===== src/rtl/rfc_pkg.sv =====
`default_nettype none
package rfc_pkg;

  localparam int ADDR_CHARS = 8;
  localparam int CFG_W      = 64;
  localparam int LEN_W      = 4;
  localparam int POS_W      = 4;
  localparam int SUM_W      = 7;

  localparam logic [7:0]       CH_START = 8'h3E;
  localparam logic [7:0]       CH_STAR  = 8'h2A;
  localparam logic [7:0]       CH_SLASH = 8'h2F;
  localparam logic [7:0]       CH_CR    = 8'h0D;
  localparam logic [7:0]       CH_LF    = 8'h0A;
  localparam logic [POS_W-1:0] POS_MAX  = '1;

  typedef enum logic [0:0] {
    KIND_BYTE  = 1'b0,
    KIND_CLEAR = 1'b1
  } kind_t;

  typedef enum logic [0:0] {
    CFG_DEVICE_ADDRESS = 1'b0,
    CFG_ADDRESS_LENGTH = 1'b1
  } cfg_index_t;

  typedef enum logic [1:0] {
    ST_OK       = 2'd0,
    ST_NO_CHECK = 2'd1,
    ST_ADDR     = 2'd2,
    ST_SUM      = 2'd3
  } status_t;

  typedef struct packed {
    logic             in_frame;
    logic             cr_pending;
    logic [SUM_W-1:0] running_sum;
    logic [SUM_W-1:0] sum_at_star;
    logic             star_seen;
    logic             byte_after_star_valid;
    logic [7:0]       byte_after_star;
    logic [POS_W-1:0] char_position;
    logic             slash_seen;
    logic             slash_before_star;
    logic             prefix_match;
    logic             address_match;
  } frame_st_t;

  typedef struct packed {
    logic             accepted;
    status_t          status;
    logic [SUM_W-1:0] computed_checksum;
  } result_t;

  typedef struct packed {
    logic fire;
    logic in_frame;
  } core_stat_t;

  localparam frame_st_t FRAME_CLEAR = '{
    in_frame: 1'b0, cr_pending: 1'b0, running_sum: '0, sum_at_star: '0,
    star_seen: 1'b0, byte_after_star_valid: 1'b0, byte_after_star: '0,
    char_position: '0, slash_seen: 1'b0, slash_before_star: 1'b0,
    prefix_match: 1'b1, address_match: 1'b0};

  // One body byte: address prefix tracking, star bookkeeping and the running sum.
  function automatic frame_st_t frame_data(frame_st_t s, logic [7:0] b,
                                           logic [CFG_W-1:0] addr,
                                           logic [LEN_W-1:0] len);
    frame_st_t  t;
    logic       ok;
    logic [7:0] want;
    t    = s;
    ok   = 1'b0;
    want = '0;
    for (int i = 0; i < ADDR_CHARS; i++) begin
      if (s.char_position == POS_W'(i)) begin
        want = addr[8*i +: 8];
      end
    end
    if (!s.slash_seen) begin
      if (b == CH_SLASH) begin
        t.slash_seen    = 1'b1;
        t.address_match = s.prefix_match && (s.char_position == len);
      end else begin
        ok = (s.char_position < POS_W'(ADDR_CHARS)) && (s.char_position < len) &&
             (want == b);
        if (!ok) begin
          t.prefix_match = 1'b0;
        end
        if (s.char_position != POS_MAX) begin
          t.char_position = s.char_position + 1'b1;
        end
      end
    end
    if (b == CH_STAR) begin
      t.sum_at_star           = s.running_sum + b[SUM_W-1:0];
      t.star_seen             = 1'b1;
      t.byte_after_star_valid = 1'b0;
      if (t.slash_seen) begin
        t.slash_before_star = 1'b1;
      end
    end else if (s.star_seen && !s.byte_after_star_valid) begin
      t.byte_after_star_valid = 1'b1;
      t.byte_after_star       = b;
    end
    t.running_sum = s.running_sum + b[SUM_W-1:0];
    return t;
  endfunction

endpackage
`default_nettype wire


===== src/rtl/rfc_in_reg.sv =====
`default_nettype none
module rfc_in_reg (
  input  wire logic          clk,
  input  wire logic          rst_n,
  input  wire logic          in_valid,
  output logic               in_stall,
  input  wire logic          in_kind,
  input  wire logic [7:0]    in_data_byte,
  input  wire logic          slot_free,
  output logic               item_v,
  output rfc_pkg::kind_t     item_kind,
  output logic [7:0]         item_byte
);
  import rfc_pkg::*;

  logic       item_v_r;
  kind_t      kind_r;
  logic [7:0] byte_r;

  // The held transaction leaves only when the result side has room.
  assign in_stall = item_v_r && !slot_free;

  always_ff @(posedge clk) begin
    if (!rst_n) begin
      item_v_r <= 1'b0;
    end else if (!in_stall) begin
      item_v_r <= in_valid;
    end
  end

  always_ff @(posedge clk) begin
    if (in_valid && !in_stall) begin
      kind_r <= kind_t'(in_kind);
      byte_r <= in_data_byte;
    end
  end

  assign item_v    = item_v_r;
  assign item_kind = kind_r;
  assign item_byte = byte_r;
endmodule
`default_nettype wire


===== src/rtl/rfc_frame_core.sv =====
`default_nettype none
module rfc_frame_core (
  input  wire logic                        clk,
  input  wire logic                        rst_n,
  input  wire logic                        step,
  input  wire rfc_pkg::kind_t              item_kind,
  input  wire logic [7:0]                  item_byte,
  input  wire logic [rfc_pkg::CFG_W-1:0]   dev_addr,
  input  wire logic [rfc_pkg::LEN_W-1:0]   addr_len,
  output rfc_pkg::result_t                 result,
  output rfc_pkg::core_stat_t              stat
);
  import rfc_pkg::*;

  frame_st_t frame_r;
  frame_st_t frame_nxt;
  frame_st_t body;
  logic      close;
  logic      addr_ok;
  status_t   status;

  always_comb begin
    body      = frame_r;
    close     = 1'b0;
    frame_nxt = frame_r;
    priority if (item_kind == KIND_CLEAR) begin
      frame_nxt = FRAME_CLEAR;
    end else if (!frame_r.in_frame) begin
      if (item_byte == CH_START) begin
        frame_nxt             = FRAME_CLEAR;
        frame_nxt.in_frame    = 1'b1;
        frame_nxt.running_sum = CH_START[SUM_W-1:0];
      end
    end else if (frame_r.cr_pending && item_byte == CH_LF) begin
      close     = 1'b1;
      frame_nxt = FRAME_CLEAR;
    end else begin
      // A CR without LF behind it is ordinary data, ahead of this byte.
      if (frame_r.cr_pending) begin
        body            = frame_data(frame_r, CH_CR, dev_addr, addr_len);
        body.cr_pending = 1'b0;
      end
      if (item_byte == CH_CR) begin
        body.cr_pending = 1'b1;
      end else begin
        body = frame_data(body, item_byte, dev_addr, addr_len);
      end
      frame_nxt = body;
    end
  end

  always_comb begin
    addr_ok = frame_r.slash_before_star ? frame_r.address_match : (addr_len == '0);
    priority if (!frame_r.star_seen || !frame_r.byte_after_star_valid) begin
      status = ST_NO_CHECK;
    end else if (!addr_ok) begin
      status = ST_ADDR;
    end else if ({1'b0, frame_r.sum_at_star} != frame_r.byte_after_star) begin
      status = ST_SUM;
    end else begin
      status = ST_OK;
    end
    result.accepted          = (status == ST_OK);
    result.status            = status;
    result.computed_checksum = frame_r.star_seen ? frame_r.sum_at_star : '0;
  end

  always_ff @(posedge clk) begin
    if (!rst_n) begin
      frame_r <= FRAME_CLEAR;
    end else if (step) begin
      frame_r <= frame_nxt;
    end
  end

  assign stat.fire     = step && close;
  assign stat.in_frame = frame_r.in_frame;
endmodule
`default_nettype wire


===== src/rtl/rfc_out_reg.sv =====
`default_nettype none
module rfc_out_reg (
  input  wire logic                       clk,
  input  wire logic                       rst_n,
  input  wire logic                       load,
  input  wire rfc_pkg::result_t           result,
  output logic                            slot_free,
  output logic                            out_valid,
  input  wire logic                       out_stall,
  output logic                            out_accepted,
  output logic [1:0]                      out_status,
  output logic [rfc_pkg::SUM_W-1:0]       out_computed_checksum
);
  import rfc_pkg::*;

  logic    out_v_r;
  logic    out_v_nxt;
  result_t res_r;

  assign slot_free = !out_v_r || !out_stall;

  always_comb begin
    priority if (load) begin
      out_v_nxt = 1'b1;
    end else if (out_stall) begin
      out_v_nxt = out_v_r;
    end else begin
      out_v_nxt = 1'b0;
    end
  end

  always_ff @(posedge clk) begin
    if (!rst_n) begin
      out_v_r <= 1'b0;
    end else begin
      out_v_r <= out_v_nxt;
    end
  end

  always_ff @(posedge clk) begin
    if (load) begin
      res_r <= result;
    end
  end

  assign out_valid             = out_v_r;
  assign out_accepted          = res_r.accepted;
  assign out_status            = res_r.status;
  assign out_computed_checksum = res_r.computed_checksum;
endmodule
`default_nettype wire


===== src/rtl/reply_frame_checker_core.sv =====
`default_nettype none
// Channel  | Ports                                                    | Direction
// ---------+----------------------------------------------------------+----------
// input    | in_valid, in_stall, in_kind, in_data_byte                | in
// result   | out_valid, out_stall, out_accepted, out_status,          | out
//          | out_computed_checksum                                    |
// config   | cfg_we, cfg_index, cfg_wdata                             | in
//
// One item per cycle while in_stall is low: an item is held in the input
// register, the frame update runs between that register and the frame state,
// and a frame close loads the result register, from which the result is sent.
// Reset (synchronous, rst_n low) clears the frame state and both valid flags.
// A stalled result holds its register; the input side stalls only when an item
// waits and the result register is full and stalled.
module reply_frame_checker_core (
  input  wire logic                        clk,
  input  wire logic                        rst_n,
  input  wire logic                        in_valid,
  output logic                             in_stall,
  input  wire logic                        in_kind,
  input  wire logic [7:0]                  in_data_byte,
  output logic                             out_valid,
  input  wire logic                        out_stall,
  output logic                             out_accepted,
  output logic [1:0]                       out_status,
  output logic [rfc_pkg::SUM_W-1:0]        out_computed_checksum,
  input  wire logic                        cfg_we,
  input  wire logic                        cfg_index,
  input  wire logic [rfc_pkg::CFG_W-1:0]   cfg_wdata
);
  import rfc_pkg::*;

  logic [CFG_W-1:0] dev_addr_r;
  logic [LEN_W-1:0] addr_len_r;
  logic             slot_free;
  logic             item_v;
  kind_t            item_kind;
  logic [7:0]       item_byte;
  logic             step;
  result_t          result;
  core_stat_t       stat;

  always_ff @(posedge clk) begin
    if (!rst_n) begin
      dev_addr_r <= '0;
      addr_len_r <= '0;
    end else if (cfg_we) begin
      unique case (cfg_index_t'(cfg_index))
        CFG_DEVICE_ADDRESS: dev_addr_r <= cfg_wdata;
        CFG_ADDRESS_LENGTH: addr_len_r <= cfg_wdata[LEN_W-1:0];
        default: ;
      endcase
    end
  end

  assign step = item_v && slot_free;

  rfc_in_reg u_in (
    .clk          (clk),
    .rst_n        (rst_n),
    .in_valid     (in_valid),
    .in_stall     (in_stall),
    .in_kind      (in_kind),
    .in_data_byte (in_data_byte),
    .slot_free    (slot_free),
    .item_v       (item_v),
    .item_kind    (item_kind),
    .item_byte    (item_byte)
  );

  rfc_frame_core u_core (
    .clk       (clk),
    .rst_n     (rst_n),
    .step      (step),
    .item_kind (item_kind),
    .item_byte (item_byte),
    .dev_addr  (dev_addr_r),
    .addr_len  (addr_len_r),
    .result    (result),
    .stat      (stat)
  );

  rfc_out_reg u_out (
    .clk                   (clk),
    .rst_n                 (rst_n),
    .load                  (stat.fire),
    .result                (result),
    .slot_free             (slot_free),
    .out_valid             (out_valid),
    .out_stall             (out_stall),
    .out_accepted          (out_accepted),
    .out_status            (out_status),
    .out_computed_checksum (out_computed_checksum)
  );

  // A result comes only from an open frame, and closing it reopens the hunt.
  a_fire_in_frame: assert property (@(posedge clk) disable iff (!rst_n)
    stat.fire |-> stat.in_frame)
    else $error("result produced outside a frame");

  a_close_hunts: assert property (@(posedge clk) disable iff (!rst_n)
    stat.fire |=> !stat.in_frame)
    else $error("frame still open after its close");

  // A held item must not be lost or changed while the result side is blocked.
  a_item_held: assert property (@(posedge clk) disable iff (!rst_n)
    (item_v && !slot_free) |=> (item_v && $stable(item_kind) && $stable(item_byte)))
    else $error("input register lost a blocked transaction");

  a_fire_lands: assert property (@(posedge clk) disable iff (!rst_n)
    stat.fire |=> out_valid)
    else $error("result transaction did not reach the output register");

endmodule
`default_nettype wire


===== config.mk =====
export PLATFORM = sky130hd
export DESIGN_NAME = reply_frame_checker_core
export DESIGN_NICKNAME = d
export VERILOG_FILES = /design/src/rtl/rfc_pkg.sv /design/src/rtl/rfc_in_reg.sv /design/src/rtl/rfc_frame_core.sv /design/src/rtl/rfc_out_reg.sv /design/src/rtl/reply_frame_checker_core.sv
export SDC_FILE = /design/constraint.sdc
export NUM_CORES = 1
export LEC_CHECK = 0
export BUFFER_PORTS_ARGS = -buffer_cell sky130_fd_sc_hd__buf_2
export CORE_UTILIZATION = 40
export DETAILED_ROUTE_END_ITERATION = 10
export PLACE_DENSITY = 0.6
export SKIP_LAST_GASP = 1
export SLEW_MARGIN = 20
export SYNTH_ARGS = -nofsm -noshare
export SYNTH_HDL_FRONTEND = slang
export SYNTH_SLANG_ARGS = --single-unit

===== constraint.sdc =====
create_clock -name clk -period 5.1 [get_ports clk]
set_input_delay 1.02 -clock clk [delete_from_list [all_inputs] [get_ports clk]]
set_output_delay 1.02 -clock clk [all_outputs]
set_load 0.01 [all_outputs]

==> metrics <==
status finished, final reports clean; drt pass-1 iters 5; Worst Hold Class reg2reg; crit path max fanout 25; Pwr per Cell Area 308 nW/um2; Post-synth EDFFs 19; fin. max-slew vios 0; Core ar. 16600 um2; Detailed Route WL 18500 um; CP arrival 4.70 ns; Yosys reg bits 123; vias 6154; initial core utilization 41.2%; vias in the first global route 5785; chip height 133 um; Worst Hold Launch addr_len_r[3]$_SDFFE_PN0P_; share of the synthesized area in the top cell type 30.4%; number of cells on the critical path 14; initial antenna violation count 0; initial detailed-routing violation count 424; Final min period 4.35 ns; final setup fails 0; Clock Latency Late Sink 0.42 ns; worst-margin pin slew 0.925 ns; count of cell types in the netlist 69; Worst Hold End addr_len_r[3]$_SDFFE_PN0P_; worst path cell trace ha_1, nand3_1, nand2_1, mux2_2, inv_1, ha_1, nand2b_1, o221a_2, a21oi_1, a21oi_1, mux2i_1, nand4_1, or4_1, a41oi_1; Max VDD drop 224 uV; Avg WL per Cell 16.1 um; Req. time, crit path 5.45 ns; final hold viol count 0; post-detailed-route DRC marker count 0; CP max-delay cell ha_1; number of routed nets with antenna violations 0; PortBufs 90; RSZ-0062 raised after global routing false; die width 133 um; Worst Setup Start Kind register; share of layout cells above drive strength 1 15.5%; # fillers 1682; synthesized area 6860 um2; nets@finish 1017; P_leak 0.00302 uW; CP endpoint kind register; H-tree depth 4; clk buf depth 2; vias per std cell 5.36; most common cell after layout, fill and taps aside nand2_1; row cnt 47; synth top area cells dfxtp_1 (30%), nand2_1 (9.8%), edfxtp_1 (8.3%), a21boi_0 (8.2%), ha_1 (4.0%); hold depth 2; GR Util All Layers 22.1%; CTS Buf Count 17; DP HPWL 13600 um; Yosys top cell by area dfxtp_1; Setup CP Type reg2reg; Fin Setup TNS 0 ns; post_cts resized 0; routability cong. 0.898; antenna cells 0; reg2reg end u_core.frame_r[1]$_SDFFE_PN1P_; Max Clock Skew 0.00704 ns; commonest cells after routing, fill and taps aside nand2_1 (179), dfxtp_1 (104), buf_2 (90), a21boi_0 (75), a21oi_1 (54); first-pass GRT wire length 30600 um; ys async rst share 0%; Mapped Cells 849; Crit path max-delay family simple AND/OR/NAND/NOR gates; root buf cell clkbuf_16; hold buffer count at cts 0; clock sink count 123; Syn. warnings 0; R2R cell count 14; r2r startpoint u_core.frame_r[5]$_SDFFE_PN0P_; clock-pin transition on the worst setup and hold timing paths 0.06 ns; TritonCTS clock tree done; synthesized area per cell 8.07 um2; setup bufs post-CTS 0; P&R area growth vs syn 17.6%; # IOs 91; gr ovfl total 0; sequential area share after synthesis 38.7%; Die Footprint 17700 um2; CP max stage delay 0.65 ns; final worst-path cycle share 85.3%; CP bufs+invs 1; final design utilization 48.4%; pin count of the biggest net entering global routing 65; syn nets 951; relative slew slack 38.3%; reg-to-reg slack, setup 0.75 ns; FMAX 230 MHz; prevailing post-synth register cell dfxtp_1; max-cap violations 0
==> cells by family after synthesis <==
group	Yosys count	share of synthesized area, %
AOI/OAI and AO/OA	244	24.2
xor gates and xnor gates	23	2.94
adders and majority gates	23	4.31
buffers and inverters	74	4.25
DFF	123	38.7
muxes	4	0.675
and+or+nand+nor	358	25.0
==> cell usage after synthesis (3+ instances only) <==
master,instances
a31oi_1,8
o21bai_1,4
buf_2,5
nand2_1,179
a21oi_1,54
nor4b_1,3
xnor2_1,9
or3_1,6
nand3b_1,3
nor2b_1,30
o21ai_0,30
edfxtp_1,19
inv_1,24
ha_1,22
nand3_1,12
nor3_1,23
nand4b_1,4
dfxtp_1,104
clkbuf_1,42
a21o_1,3
o2bb2ai_1,6
and2_1,11
nand2b_1,9
a22oi_1,16
nand4_1,7
nor2_1,43
xor2_1,14
o21a_1,6
o211ai_1,3
nor4_1,6
o22ai_1,6
a2111oi_0,4
a21boi_0,75
a211oi_1,4
nor3b_1,6
a41oi_1,3
==> worst min-delay path, cell delays in order (launching register included) <==
cell and delay (ns):
dfxtp_1 0.31, nand2_1 0.05, a21boi_0 0.06
==> through the flow <==
stage / worst slack, ns / power (uW) / area [um2] / cells / hold WS [ns]
6_report: 0.750 / 2480 / 8060 / 1148 / 0.463
5_1_grt: 0.263 / 2580 / 8060 / 1148 / 0.505
4_1_cts: 0.811 / 2510 / 8060 / 1148 / 0.473
3_5_place_dp: 0.816 / 1250 / 7440 / 1116 / 0.465
3_3_place_gp: 0.970 / 1250 / 7440 / 1116 / 0.459
2_1_floorplan: 1.53 / 1170 / 6860 / 849 / 0.443
==> how the worst max path moves through the flow <==
stage,startpoint,endpoint,slack [ns]
3_3_place_gp,u_core.frame_r[5]$_SDFFE_PN0P_,u_core.frame_r[1]$_SDFFE_PN1P_,0.97
5_1_grt,u_core.frame_r[5]$_SDFFE_PN0P_,u_core.frame_r[1]$_SDFFE_PN1P_,0.26
6_report,u_core.frame_r[5]$_SDFFE_PN0P_,u_core.frame_r[1]$_SDFFE_PN1P_,0.75
2_1_floorplan,u_core.frame_r[5]$_SDFFE_PN0P_,u_core.frame_r[1]$_SDFFE_PN1P_,1.53
4_1_cts,u_core.frame_r[5]$_SDFFE_PN0P_,u_core.frame_r[1]$_SDFFE_PN1P_,0.81
3_5_place_dp,u_core.frame_r[5]$_SDFFE_PN0P_,u_core.frame_r[1]$_SDFFE_PN1P_,0.82
==> registers in the layout (all words and copies together) (netlist names) <==
name,flops
u_out.out_valid,1
addr_len_r,4
u_core.frame_r,33
u_in.item_byte,8
dev_addr_r,64
u_core.stat,1
u_out.out_accepted,1
u_in.item_kind,1
u_in.item_v,1
u_out.out_computed_checksum,7
u_out.out_status,2
==> metal layers <==
metal	track usage, %	vias up	part of all wire [%]
met1	31.2	2823	50
met4	9.77	0	2.4
met5	0	-	0
li1	-	3128	-
met2	32.5	174	43
met3	4.14	29	5.1
==> where the power goes <==
group / internal (uW) / leakage, uW / switching [uW]
sequential: 1020 / 0.00100 / 42.2
clock: 801 / 0.000297 / 453
combinational: 77.0 / 0.00172 / 90.5
==> layout make-up <==
cell class              instances  area [um2]  area share, %
multi-input cells             652        3920           48.6
flip-flops and latches        123        2650           32.9
repair buffers                 97         503           6.24
clock buffers                  20         458           5.68
well taps                     220         275           3.42
clock inverters                12         160           1.99
inverters                      24        90.1           1.12
No activity file was read; power rests on OpenSTA's default activity.
